$ cat config.mk
export PLATFORM = sky130hd
export DESIGN_NAME = multi_turn_encoder_tracker
export DESIGN_NICKNAME = d
export VERILOG_FILES = /design/src/design/mtet_pkg.sv /design/src/design/multi_turn_encoder_tracker.sv
export SDC_FILE = /design/constraint.sdc
export NUM_CORES = 2
export LEC_CHECK = 0
export BUFFER_PORTS_ARGS = -buffer_cell sky130_fd_sc_hd__clkbuf_2
export CAP_MARGIN = 40
export CORE_UTILIZATION = 65
export CTS_CLUSTER_DIAMETER = 60
export DETAILED_ROUTE_END_ITERATION = 10
export PLACE_DENSITY = 0.88
export SETUP_SLACK_MARGIN = 0.1
export SYNTH_ARGS = -nofsm -noshare
export SYNTH_HDL_FRONTEND = slang
export SYNTH_SLANG_ARGS = --single-unit
$ cat constraint.sdc
create_clock -name clk -period 12.35 [get_ports clk]
set_input_delay 1.235 -clock clk [delete_from_list [all_inputs] [get_ports clk]]
set_output_delay 1.235 -clock clk [all_outputs]
set_load 0.01 [all_outputs]
$ cat src/design/mtet_pkg.sv
// Types and fixed constants shared by the multi-turn encoder tracker.
`timescale 1ns / 1ps

package mtet_pkg;

    // Input item: angle sample or set-zero command
    typedef struct packed {
        logic        kind;
        logic [11:0] raw_angle;
        logic [23:0] elapsed_us;
    } sample_t;

    // Result item
    typedef struct packed {
        logic signed [31:0] multi_turn_angle;
        logic        [11:0] angle_in_turn;
        logic signed [31:0] velocity;
    } result_t;

    localparam logic KIND_SAMPLE = 1'b0;
    localparam logic KIND_ZERO   = 1'b1;

    // Zero elapsed time stands for one millisecond
    localparam logic [23:0] ELAPSED_DEFAULT = 24'd1000;

    // 360 deg * 1e6 us/s * 256 (Q23.8), split at bit 20 for the shared multiplier
    localparam logic [36:0] SCALE_NUM = 37'd92160000000;
    localparam logic [16:0] SCALE_HI  = SCALE_NUM[36:20];
    localparam logic [19:0] SCALE_LO  = SCALE_NUM[19:0];

    // EMA weights, Q0.16
    localparam logic [19:0] W_OLD = 20'd55706;
    localparam logic [19:0] W_NEW = 20'd9830;

    // Shared multiplier: signed A operand, unsigned B operand
    localparam int MUL_A_W = 33;
    localparam int MUL_B_W = 20;
    localparam int PROD_W  = MUL_A_W + MUL_B_W + 1;

    // Numerator of the speed division: |delta| * SCALE_NUM
    localparam int NUM_W   = 68;
    localparam int NUM_HI_W = NUM_W - 32;
    localparam int PHI_W   = 49;
    localparam int PLO_W   = 52;

    // EMA accumulator widths
    localparam int ACC_W = 48;
    localparam int SUM_W = ACC_W + 1;

endpackage

$ cat src/design/multi_turn_encoder_tracker.sv
// Multi-turn encoder tracker: turn unwrap, multi-turn angle, smoothed velocity.
//
//  channel  | signals                            | direction
//  ---------+------------------------------------+----------
//  sample   | sample_valid, sample_ready, sample | in
//  result   | result_valid, result_ready, result | out
//
// A sample holds sample_ready low through a 32-step restoring divide for the speed
// plus the setup and filter steps, six of which use one shared 33x20 multiplier.
// A set-zero command skips these steps and goes straight to the output step.
// Exactly one result per input.
// rst_n clears all tracking state and the sequencer; sample_ready is low while
// an item is in work. The result register lets a new item in while the last
// result still waits; the sequencer holds at its final step only if a second
// result would overwrite one not yet taken.
`timescale 1ns / 1ps

module multi_turn_encoder_tracker #(
    parameter int COUNTS_PER_TURN = 4096
) (
    input  logic               clk,
    input  logic               rst_n,
    input  logic               sample_valid,
    output logic               sample_ready,
    input  mtet_pkg::sample_t  sample,
    output logic               result_valid,
    input  logic               result_ready,
    output mtet_pkg::result_t  result
);
    import mtet_pkg::*;

    localparam int CPT_W  = $clog2(COUNTS_PER_TURN + 1);
    localparam int DEN_W  = CPT_W + 24;
    localparam int REM_W  = ((DEN_W > NUM_HI_W) ? DEN_W : NUM_HI_W) + 1;
    localparam int CMP_W  = ((CPT_W > 13) ? CPT_W : 13) + 1;
    localparam int ANG_W  = ((CPT_W > 12) ? CPT_W : 12) + 1;
    localparam logic [MUL_B_W-1:0]     CPT_B  = MUL_B_W'(COUNTS_PER_TURN);
    localparam logic signed [CMP_W-1:0] HALF_S = CMP_W'(COUNTS_PER_TURN / 2);
    localparam logic [ANG_W-1:0]       CPT_A  = ANG_W'(COUNTS_PER_TURN);

    // Sequencer codes
    localparam logic [3:0] ST_IDLE = 4'd0;
    localparam logic [3:0] ST_TOT  = 4'd1;
    localparam logic [3:0] ST_DEN  = 4'd2;
    localparam logic [3:0] ST_MAG  = 4'd3;
    localparam logic [3:0] ST_PHI  = 4'd4;
    localparam logic [3:0] ST_PLO  = 4'd5;
    localparam logic [3:0] ST_NUM  = 4'd6;
    localparam logic [3:0] ST_OVF  = 4'd7;
    localparam logic [3:0] ST_DIV  = 4'd8;
    localparam logic [3:0] ST_EMA1 = 4'd9;
    localparam logic [3:0] ST_EMA2 = 4'd10;
    localparam logic [3:0] ST_SUM  = 4'd11;
    localparam logic [3:0] ST_RND  = 4'd12;
    localparam logic [3:0] ST_OUT  = 4'd13;

    // Control and tracking state (reset)
    logic [3:0]         state_reg, state_next;
    logic [4:0]         cnt_reg, cnt_next;
    logic               result_valid_reg, result_valid_next;
    logic [11:0]        last_raw_reg, last_raw_next;
    logic [19:0]        turn_reg, turn_next;
    logic [31:0]        last_total_reg, last_total_next;
    logic signed [31:0] filt_reg, filt_next;
    logic [11:0]        zero_reg, zero_next;

    // Datapath registers (no reset)
    logic [23:0]              el_reg, el_next;
    logic [31:0]              cur_reg, cur_next;
    logic [DEN_W-1:0]         den_reg, den_next;
    logic                     neg_reg, neg_next;
    logic [31:0]              mag_reg, mag_next;
    logic [PHI_W-1:0]         phi_reg, phi_next;
    logic [NUM_W-1:0]         num_reg, num_next;
    logic                     sat_reg, sat_next;
    logic [REM_W-1:0]         rem_reg, rem_next;
    logic [31:0]              q_reg, q_next;
    logic signed [31:0]       inst_reg, inst_next;
    logic signed [ACC_W-1:0]  acc_reg, acc_next;
    logic signed [SUM_W-1:0]  sum_reg, sum_next;
    logic signed [PROD_W-1:0] prod_reg, prod_next;
    result_t                  result_reg, result_next;

    // Combinational helpers
    logic signed [MUL_A_W-1:0] mul_a;
    logic [MUL_B_W-1:0]        mul_b;
    logic                      accept;
    logic signed [CMP_W-1:0]   diff;
    logic [31:0]               delta;
    logic [NUM_HI_W-1:0]       num_hi;
    logic [31:0]               num_lo;
    logic [REM_W-1:0]          rem_shift;
    logic [REM_W-1:0]          den_ext;
    logic [31:0]               q_cap;
    logic signed [SUM_W-1:0]   rnd;
    logic signed [32:0]        f_val;
    logic [ANG_W-1:0]          ang_wide;
    logic                      out_free;

    assign sample_ready = (state_reg == ST_IDLE);
    assign accept       = sample_valid && sample_ready;
    assign result_valid = result_valid_reg;
    assign result       = result_reg;
    assign out_free     = !result_valid_reg || result_ready;

    assign diff      = CMP_W'($signed({1'b0, sample.raw_angle}))
                     - CMP_W'($signed({1'b0, last_raw_reg}));
    assign delta     = cur_reg - last_total_reg;
    assign num_hi    = num_reg[NUM_W-1:32];
    assign num_lo    = num_reg[31:0];
    assign den_ext   = REM_W'(den_reg);
    assign rem_shift = {rem_reg[REM_W-2:0], num_lo[cnt_reg]};
    assign q_cap     = (sat_reg || (q_reg > 32'h8000_0000)) ? 32'h8000_0000 : q_reg;
    // Round half away from zero: +0.5 for positive sums, +0.5-lsb for negative
    assign rnd       = sum_reg + (sum_reg[SUM_W-1] ? SUM_W'(32767) : SUM_W'(32768));
    assign f_val     = rnd[SUM_W-1:16];
    assign ang_wide  = (last_raw_reg >= zero_reg)
                     ? ANG_W'(last_raw_reg) - ANG_W'(zero_reg)
                     : CPT_A + ANG_W'(last_raw_reg) - ANG_W'(zero_reg);

    // Shared multiplier operand select
    always_comb
    begin
        mul_a = '0;
        mul_b = '0;
        case (state_reg)
            ST_TOT:
            begin
                mul_a = {{(MUL_A_W-20){turn_reg[19]}}, turn_reg};
                mul_b = CPT_B;
            end
            ST_DEN:
            begin
                mul_a = {{(MUL_A_W-24){1'b0}}, el_reg};
                mul_b = CPT_B;
            end
            ST_PHI:
            begin
                mul_a = {1'b0, mag_reg};
                mul_b = MUL_B_W'(SCALE_HI);
            end
            ST_PLO:
            begin
                mul_a = {1'b0, mag_reg};
                mul_b = SCALE_LO;
            end
            ST_EMA1:
            begin
                mul_a = {filt_reg[31], filt_reg};
                mul_b = W_OLD;
            end
            ST_EMA2:
            begin
                mul_a = {inst_reg[31], inst_reg};
                mul_b = W_NEW;
            end
            default:
            begin
                mul_a = '0;
                mul_b = '0;
            end
        endcase
    end

    assign prod_next = mul_a * $signed({1'b0, mul_b});

    // Sequencer and datapath next state
    always_comb
    begin
        state_next        = state_reg;
        cnt_next          = cnt_reg;
        result_valid_next = result_valid_reg;
        last_raw_next     = last_raw_reg;
        turn_next         = turn_reg;
        last_total_next   = last_total_reg;
        filt_next         = filt_reg;
        zero_next         = zero_reg;
        el_next           = el_reg;
        cur_next          = cur_reg;
        den_next          = den_reg;
        neg_next          = neg_reg;
        mag_next          = mag_reg;
        phi_next          = phi_reg;
        num_next          = num_reg;
        sat_next          = sat_reg;
        rem_next          = rem_reg;
        q_next            = q_reg;
        inst_next         = inst_reg;
        acc_next          = acc_reg;
        sum_next          = sum_reg;
        result_next       = result_reg;

        if (result_valid_reg && result_ready)
        begin
            result_valid_next = 1'b0;
        end

        case (state_reg)
            ST_IDLE:
            begin
                if (accept)
                begin
                    if (sample.kind == KIND_ZERO)
                    begin
                        zero_next       = last_raw_reg;
                        turn_next       = '0;
                        last_total_next = '0;
                        state_next      = ST_OUT;
                    end
                    else
                    begin
                        el_next = (sample.elapsed_us == '0) ? ELAPSED_DEFAULT
                                                            : sample.elapsed_us;
                        // Half-turn jump means the angle wrapped
                        if (diff > HALF_S)
                        begin
                            turn_next = turn_reg - 20'd1;
                        end
                        else if (diff < -HALF_S)
                        begin
                            turn_next = turn_reg + 20'd1;
                        end
                        last_raw_next = sample.raw_angle;
                        state_next    = ST_TOT;
                    end
                end
            end
            ST_TOT:
            begin
                state_next = ST_DEN;
            end
            ST_DEN:
            begin
                // turn * CPT + raw - zero, wrapping in 32 bits
                cur_next   = prod_reg[31:0] + {20'd0, last_raw_reg} - {20'd0, zero_reg};
                state_next = ST_MAG;
            end
            ST_MAG:
            begin
                den_next        = prod_reg[DEN_W-1:0];
                neg_next        = delta[31];
                mag_next        = delta[31] ? (~delta + 32'd1) : delta;
                last_total_next = cur_reg;
                state_next      = ST_PHI;
            end
            ST_PHI:
            begin
                state_next = ST_PLO;
            end
            ST_PLO:
            begin
                phi_next   = prod_reg[PHI_W-1:0];
                state_next = ST_NUM;
            end
            ST_NUM:
            begin
                num_next   = NUM_W'({phi_reg, 20'd0}) + NUM_W'(prod_reg[PLO_W-1:0]);
                state_next = ST_OVF;
            end
            ST_OVF:
            begin
                // Upper half not below divisor: quotient needs more than 32 bits
                sat_next   = (REM_W'(num_hi) >= den_ext);
                rem_next   = REM_W'(num_hi);
                q_next     = '0;
                cnt_next   = 5'd31;
                state_next = ST_DIV;
            end
            ST_DIV:
            begin
                // One restoring divide step per cycle
                if (rem_shift >= den_ext)
                begin
                    rem_next = rem_shift - den_ext;
                    q_next   = {q_reg[30:0], 1'b1};
                end
                else
                begin
                    rem_next = rem_shift;
                    q_next   = {q_reg[30:0], 1'b0};
                end
                if (cnt_reg == 5'd0)
                begin
                    state_next = ST_EMA1;
                end
                else
                begin
                    cnt_next = cnt_reg - 5'd1;
                end
            end
            ST_EMA1:
            begin
                if (neg_reg)
                begin
                    inst_next = $signed(~q_cap + 32'd1);
                end
                else
                begin
                    inst_next = (q_cap == 32'h8000_0000) ? 32'sh7FFF_FFFF : $signed(q_cap);
                end
                state_next = ST_EMA2;
            end
            ST_EMA2:
            begin
                acc_next   = prod_reg[ACC_W-1:0];
                state_next = ST_SUM;
            end
            ST_SUM:
            begin
                sum_next   = SUM_W'(acc_reg) + SUM_W'($signed(prod_reg[ACC_W-1:0]));
                state_next = ST_RND;
            end
            ST_RND:
            begin
                if (f_val > 33'sh0_7FFF_FFFF)
                begin
                    filt_next = 32'sh7FFF_FFFF;
                end
                else if (f_val < -33'sh0_8000_0000)
                begin
                    filt_next = 32'sh8000_0000;
                end
                else
                begin
                    filt_next = f_val[31:0];
                end
                state_next = ST_OUT;
            end
            ST_OUT:
            begin
                if (out_free)
                begin
                    result_next.multi_turn_angle = $signed(last_total_reg);
                    result_next.angle_in_turn    = ang_wide[11:0];
                    result_next.velocity         = filt_reg;
                    result_valid_next            = 1'b1;
                    state_next                   = ST_IDLE;
                end
            end
            default:
            begin
                state_next = ST_IDLE;
            end
        endcase
    end

    // Control and tracking registers
    always_ff @(posedge clk or negedge rst_n)
    begin
        if (!rst_n)
        begin
            state_reg        <= ST_IDLE;
            cnt_reg          <= '0;
            result_valid_reg <= 1'b0;
            last_raw_reg     <= '0;
            turn_reg         <= '0;
            last_total_reg   <= '0;
            filt_reg         <= '0;
            zero_reg         <= '0;
        end
        else
        begin
            state_reg        <= state_next;
            cnt_reg          <= cnt_next;
            result_valid_reg <= result_valid_next;
            last_raw_reg     <= last_raw_next;
            turn_reg         <= turn_next;
            last_total_reg   <= last_total_next;
            filt_reg         <= filt_next;
            zero_reg         <= zero_next;
        end
    end

    // Datapath registers
    always_ff @(posedge clk)
    begin
        el_reg     <= el_next;
        cur_reg    <= cur_next;
        den_reg    <= den_next;
        neg_reg    <= neg_next;
        mag_reg    <= mag_next;
        phi_reg    <= phi_next;
        num_reg    <= num_next;
        sat_reg    <= sat_next;
        rem_reg    <= rem_next;
        q_reg      <= q_next;
        inst_reg   <= inst_next;
        acc_reg    <= acc_next;
        sum_reg    <= sum_next;
        prod_reg   <= prod_next;
        result_reg <= result_next;
    end

    // Divider remainder must end below the divisor when the quotient fits
    assert property (@(posedge clk) disable iff (!rst_n)
        (state_reg == ST_DIV && cnt_reg == 5'd0 && !sat_reg) |=> (rem_reg < den_ext))
    else $error("divider remainder not reduced below divisor");

    // Set-zero clears the turn state and latches the last raw angle
    assert property (@(posedge clk) disable iff (!rst_n)
        (accept && sample.kind == KIND_ZERO) |=>
            (turn_reg == '0 && last_total_reg == '0 && zero_reg == last_raw_reg))
    else $error("set-zero did not reset turn state");

    // A new result only appears from the output step
    assert property (@(posedge clk) disable iff (!rst_n)
        $rose(result_valid_reg) |-> ($past(state_reg) == ST_OUT))
    else $error("result raised outside output step");

endmodule

==> parameters.txt <==
Parameter                              Value

Finish
  Number of nets in the layout    around 6.8k
  Relative area change from synthesis to final layout    8.29%
  Fraction of layout instances using a drive strength above 1    7.06%
  Util after Layout    approximately 71%
  Number of flip-flops in the largest register    76
  Leading cell type in the layout, fill and taps excluded    sky130_fd_sc_hd__inv_1
  Post-route cell area    0.0623 mm²
  Highest-count cells in the layout ignoring fill and taps    sky130_fd_sc_hd__inv_1 (998), sky130_fd_sc_hd__fa_1 (567), sky130_fd_sc_hd__edfxtp_1 (512)

Clock tree
  CTS H-Tree Depth    3
  Worst skew pair latency    between 0.6 and 0.7 ns
  Clock tree buffer depth    3
  Total clock sinks    just under 700
  Post-cts resize count    0
  Number of buffers inserted during clock tree synthesis    77
  Number of buffers inserted by hold repair at cts    0
  Root buffer cell    sky130_fd_sc_hd__clkbuf_16
  Post-CTS Setup Inserts    0
  TritonCTS clock tree    yes
  Clock-pin slew on the worst setup and hold paths    0.06 ns

Critical path
  Beginning of the worst register-to-register path    state_reg[3]
  Beginning of the critical path    state_reg[3]
  Kind of start point of the critical path    register
  Kind of critical path    register to register
  Most used cell, CP    sky130_fd_sc_hd__inv_1
  Arrival @ worst endpoint    10.60 ns
  Crit end category    register
  Delay of the slowest cell on the worst path    0.82 ns
  Required arrival time at the worst endpoint    12.91 ns
  Slowest cell on crit path    sky130_fd_sc_hd__a2111oi_0
  CP max FO    50

Timing
  Slew headroom    between 30% and 40%
  Final setup viols    0
  Count of endpoints failing hold in the final timing report    0
  RSZ-0062 raised after global routing    false
  Slew of the pin with the lowest slew margin    roughly 0.94 ns
  Pins over their slew limit    0
  Total negative setup slack    0 ns
  Shortest clock period the worst path allows after layout    10.04 ns
  Max Clock Freq    0.0996 GHz
  Period Utilization, post-route    81.3%
  Final worst clock skew    ~0.044 ns

Floorplanning
  Die area    0.0898 mm²
  DIE WIDTH    approximately 300 µm
  I/O pin count    approximately 120
  Initial cell density of the core    roughly two thirds
  Floorplan Core Area    0.0873 mm²
  Floorplan die height    300 µm
  Std cell rows    ~110

Place
  Routability Congestion    1.10
  DP Area    0.0596 mm²
  Placed wire-length estimate after detailed placement    130 mm
  Port Buffers    118

Synth
  Share of Yosys cell area claimed by the top area cell type    26.7%
  Adder-cell share of the synthesized area    about 30%
  EDFF count, synth    between 500 and 600
  Post-synth top area cell    sky130_fd_sc_hd__edfxtp_1
  Dominant synthesized flop cell    sky130_fd_sc_hd__edfxtp_1
  Sequential fraction of the synthesis area    33.6%
  Synthesized-area fraction occupied by ao, oa, aoi and oai cells    12.3%
  Dominant combinational cell family by area after synthesis    adder cells
  Number of library cell types mapped by synthesis    109
  Post-synthesis simple-gate area fraction    10.8%
  Flop and latch count out of synthesis    681
  Total of warnings raised by yosys    0
  Gate count after technology mapping    5606
  Synthesized area divided by synthesized cell count    10.3 µm²
  Synthesized-area fraction occupied by xor and xnor cells    4.96%
  Area contributors post-synth    sky130_fd_sc_hd__edfxtp_1 (27%), sky130_fd_sc_hd__fa_1 (20%), sky130_fd_sc_hd__ha_1 (9.9%)
  Share of cell area taken by muxes after synthesis    under 10%
  Post-Syn Area    around 0.058 mm²
  Share of flip-flops with an asynchronous set or reset after synthesis    17.3%

GRT
  Maximum number of pins on one net before global-route repair    69
  Vias in the first global route    43.9k
  Wire length of the first global-routing pass    254 mm
  Overflow left after global routing    0
  Total track usage    37.4%
  Number of antenna violations at the first check in global routing    4

Route
  Wire length per cell after detailed routing    23.8 µm
  DRC violation count after routing    0
  Vias per inst    approximately 6.2
  Routed Wire Length    approximately 160 mm
  Detailed-router iteration count before antenna repair    6
  Total vias in the final route    around 43k
  Number of DRC markers after the initial detailed-route iteration    5192
  Number of nets with antenna violations after routing    0

Job
  Number of max-cap violations    0

Hold path
  Hold Startpoint    last_total_reg[7]
  Path category of the worst min-delay check    register to register

Outcome
  Status    finished, final reports clean
==> kinds of logic (layout without fill, tap and decap cells) <==
| family | count (synthesis) | in the layout |
|---|---|---|
| AOI/OAI and AO/OA | 1080 | 1080 |
| xor gates and xnor gates | 324 | 324 |
| adders and majority gates | 1027 | 1027 |
| buffers and inverters | 1145 | 1318 |
| DFF | 681 | 681 |
| muxes | 50 | 50 |
| other | 1 | 4 |
| and+or+nand+nor | 1298 | 1298 |
==> layout make-up <==
cell class	instances	area (µm²)
Multi-Input combinational cell	3782	34000
Fill cell	6010	24900
Sequential cell	681	19300
Inverter	1000	3760
Clock buffer	93	2070
Tap cell	1155	1450
Timing Repair Buffer	175	1070
Clock inverter	50	673
Antenna cell	1	2.50
==> metrics by stage <==
step                      hold WS (ns)  cells  setup slack [ns]
final                            0.444   6937              2.31
after global routing             0.463   6936              1.94
after CTS                        0.450   6935              2.42
after detailed placement         0.436   6792              2.46
after global placement           0.433   6781              2.35
after floorplan                  0.425   5608              2.47
==> Yosys cell counts (33+ instances only) <==
cell type and instances:
sky130_fd_sc_hd__a211oi_1 36, sky130_fd_sc_hd__a21o_1 149, sky130_fd_sc_hd__a21oi_1 248, sky130_fd_sc_hd__a31oi_1 33
sky130_fd_sc_hd__and2_1 73, sky130_fd_sc_hd__and3_1 72, sky130_fd_sc_hd__clkbuf_1 117, sky130_fd_sc_hd__dfrtp_1 118
sky130_fd_sc_hd__dfxtp_1 51, sky130_fd_sc_hd__edfxtp_1 512, sky130_fd_sc_hd__fa_1 567, sky130_fd_sc_hd__ha_1 455
sky130_fd_sc_hd__inv_1 999, sky130_fd_sc_hd__mux2i_1 37, sky130_fd_sc_hd__nand2_1 456, sky130_fd_sc_hd__nand2b_1 56
sky130_fd_sc_hd__nand3_1 93, sky130_fd_sc_hd__nand4_1 51, sky130_fd_sc_hd__nor2_1 270, sky130_fd_sc_hd__nor2b_1 35
sky130_fd_sc_hd__nor3_1 69, sky130_fd_sc_hd__o21a_1 43, sky130_fd_sc_hd__o21ai_0 276, sky130_fd_sc_hd__o21bai_1 44
sky130_fd_sc_hd__o31ai_1 43, sky130_fd_sc_hd__xnor2_1 214, sky130_fd_sc_hd__xor2_1 108
==> worst paths after layout <==
| path | to | slack [ns] | depth (start not counted) |
|---|---|---|---|
| min in group asynchronous | last_total_reg[6] | 0.49 | 1 |
| worst max-delay path | prod_reg[50] | 2.31 | 33 |
| worst max register to register | prod_reg[50] | 2.31 | 33 |
| max in group asynchronous | filt_reg[11] | 10.13 | 3 |
| worst min-delay path | result[51] | 0.44 | 0 |
| worst min register to register | result[51] | 0.44 | 0 |
==> worst max-delay path: cells and delay by family (launching register included) <==
kind / cells / cell delay [ns]
compound gates: 11 / 2.99
simple gates: 6 / 1.55
buf+inv: 7 / 0.92
flops: 1 / 0.64
xor+xnor: 1 / 0.19
fa+ha+maj: 8 / 3.59
==> metal layers <==
metal / GRT usage (%) / vias to the layer above / wire length [µm]
met4: 17.0 / 2 / 8770
li1: - / 19094 / -
met3: 9.09 / 449 / 18600
met2: 57.9 / 2496 / 73600
met5: 0 / - / 16
met1: 50.3 / 21149 / 64000
Power is not shown: default switching activity piles up to over one toggle a cycle in this logic, so the estimate is an artifact.
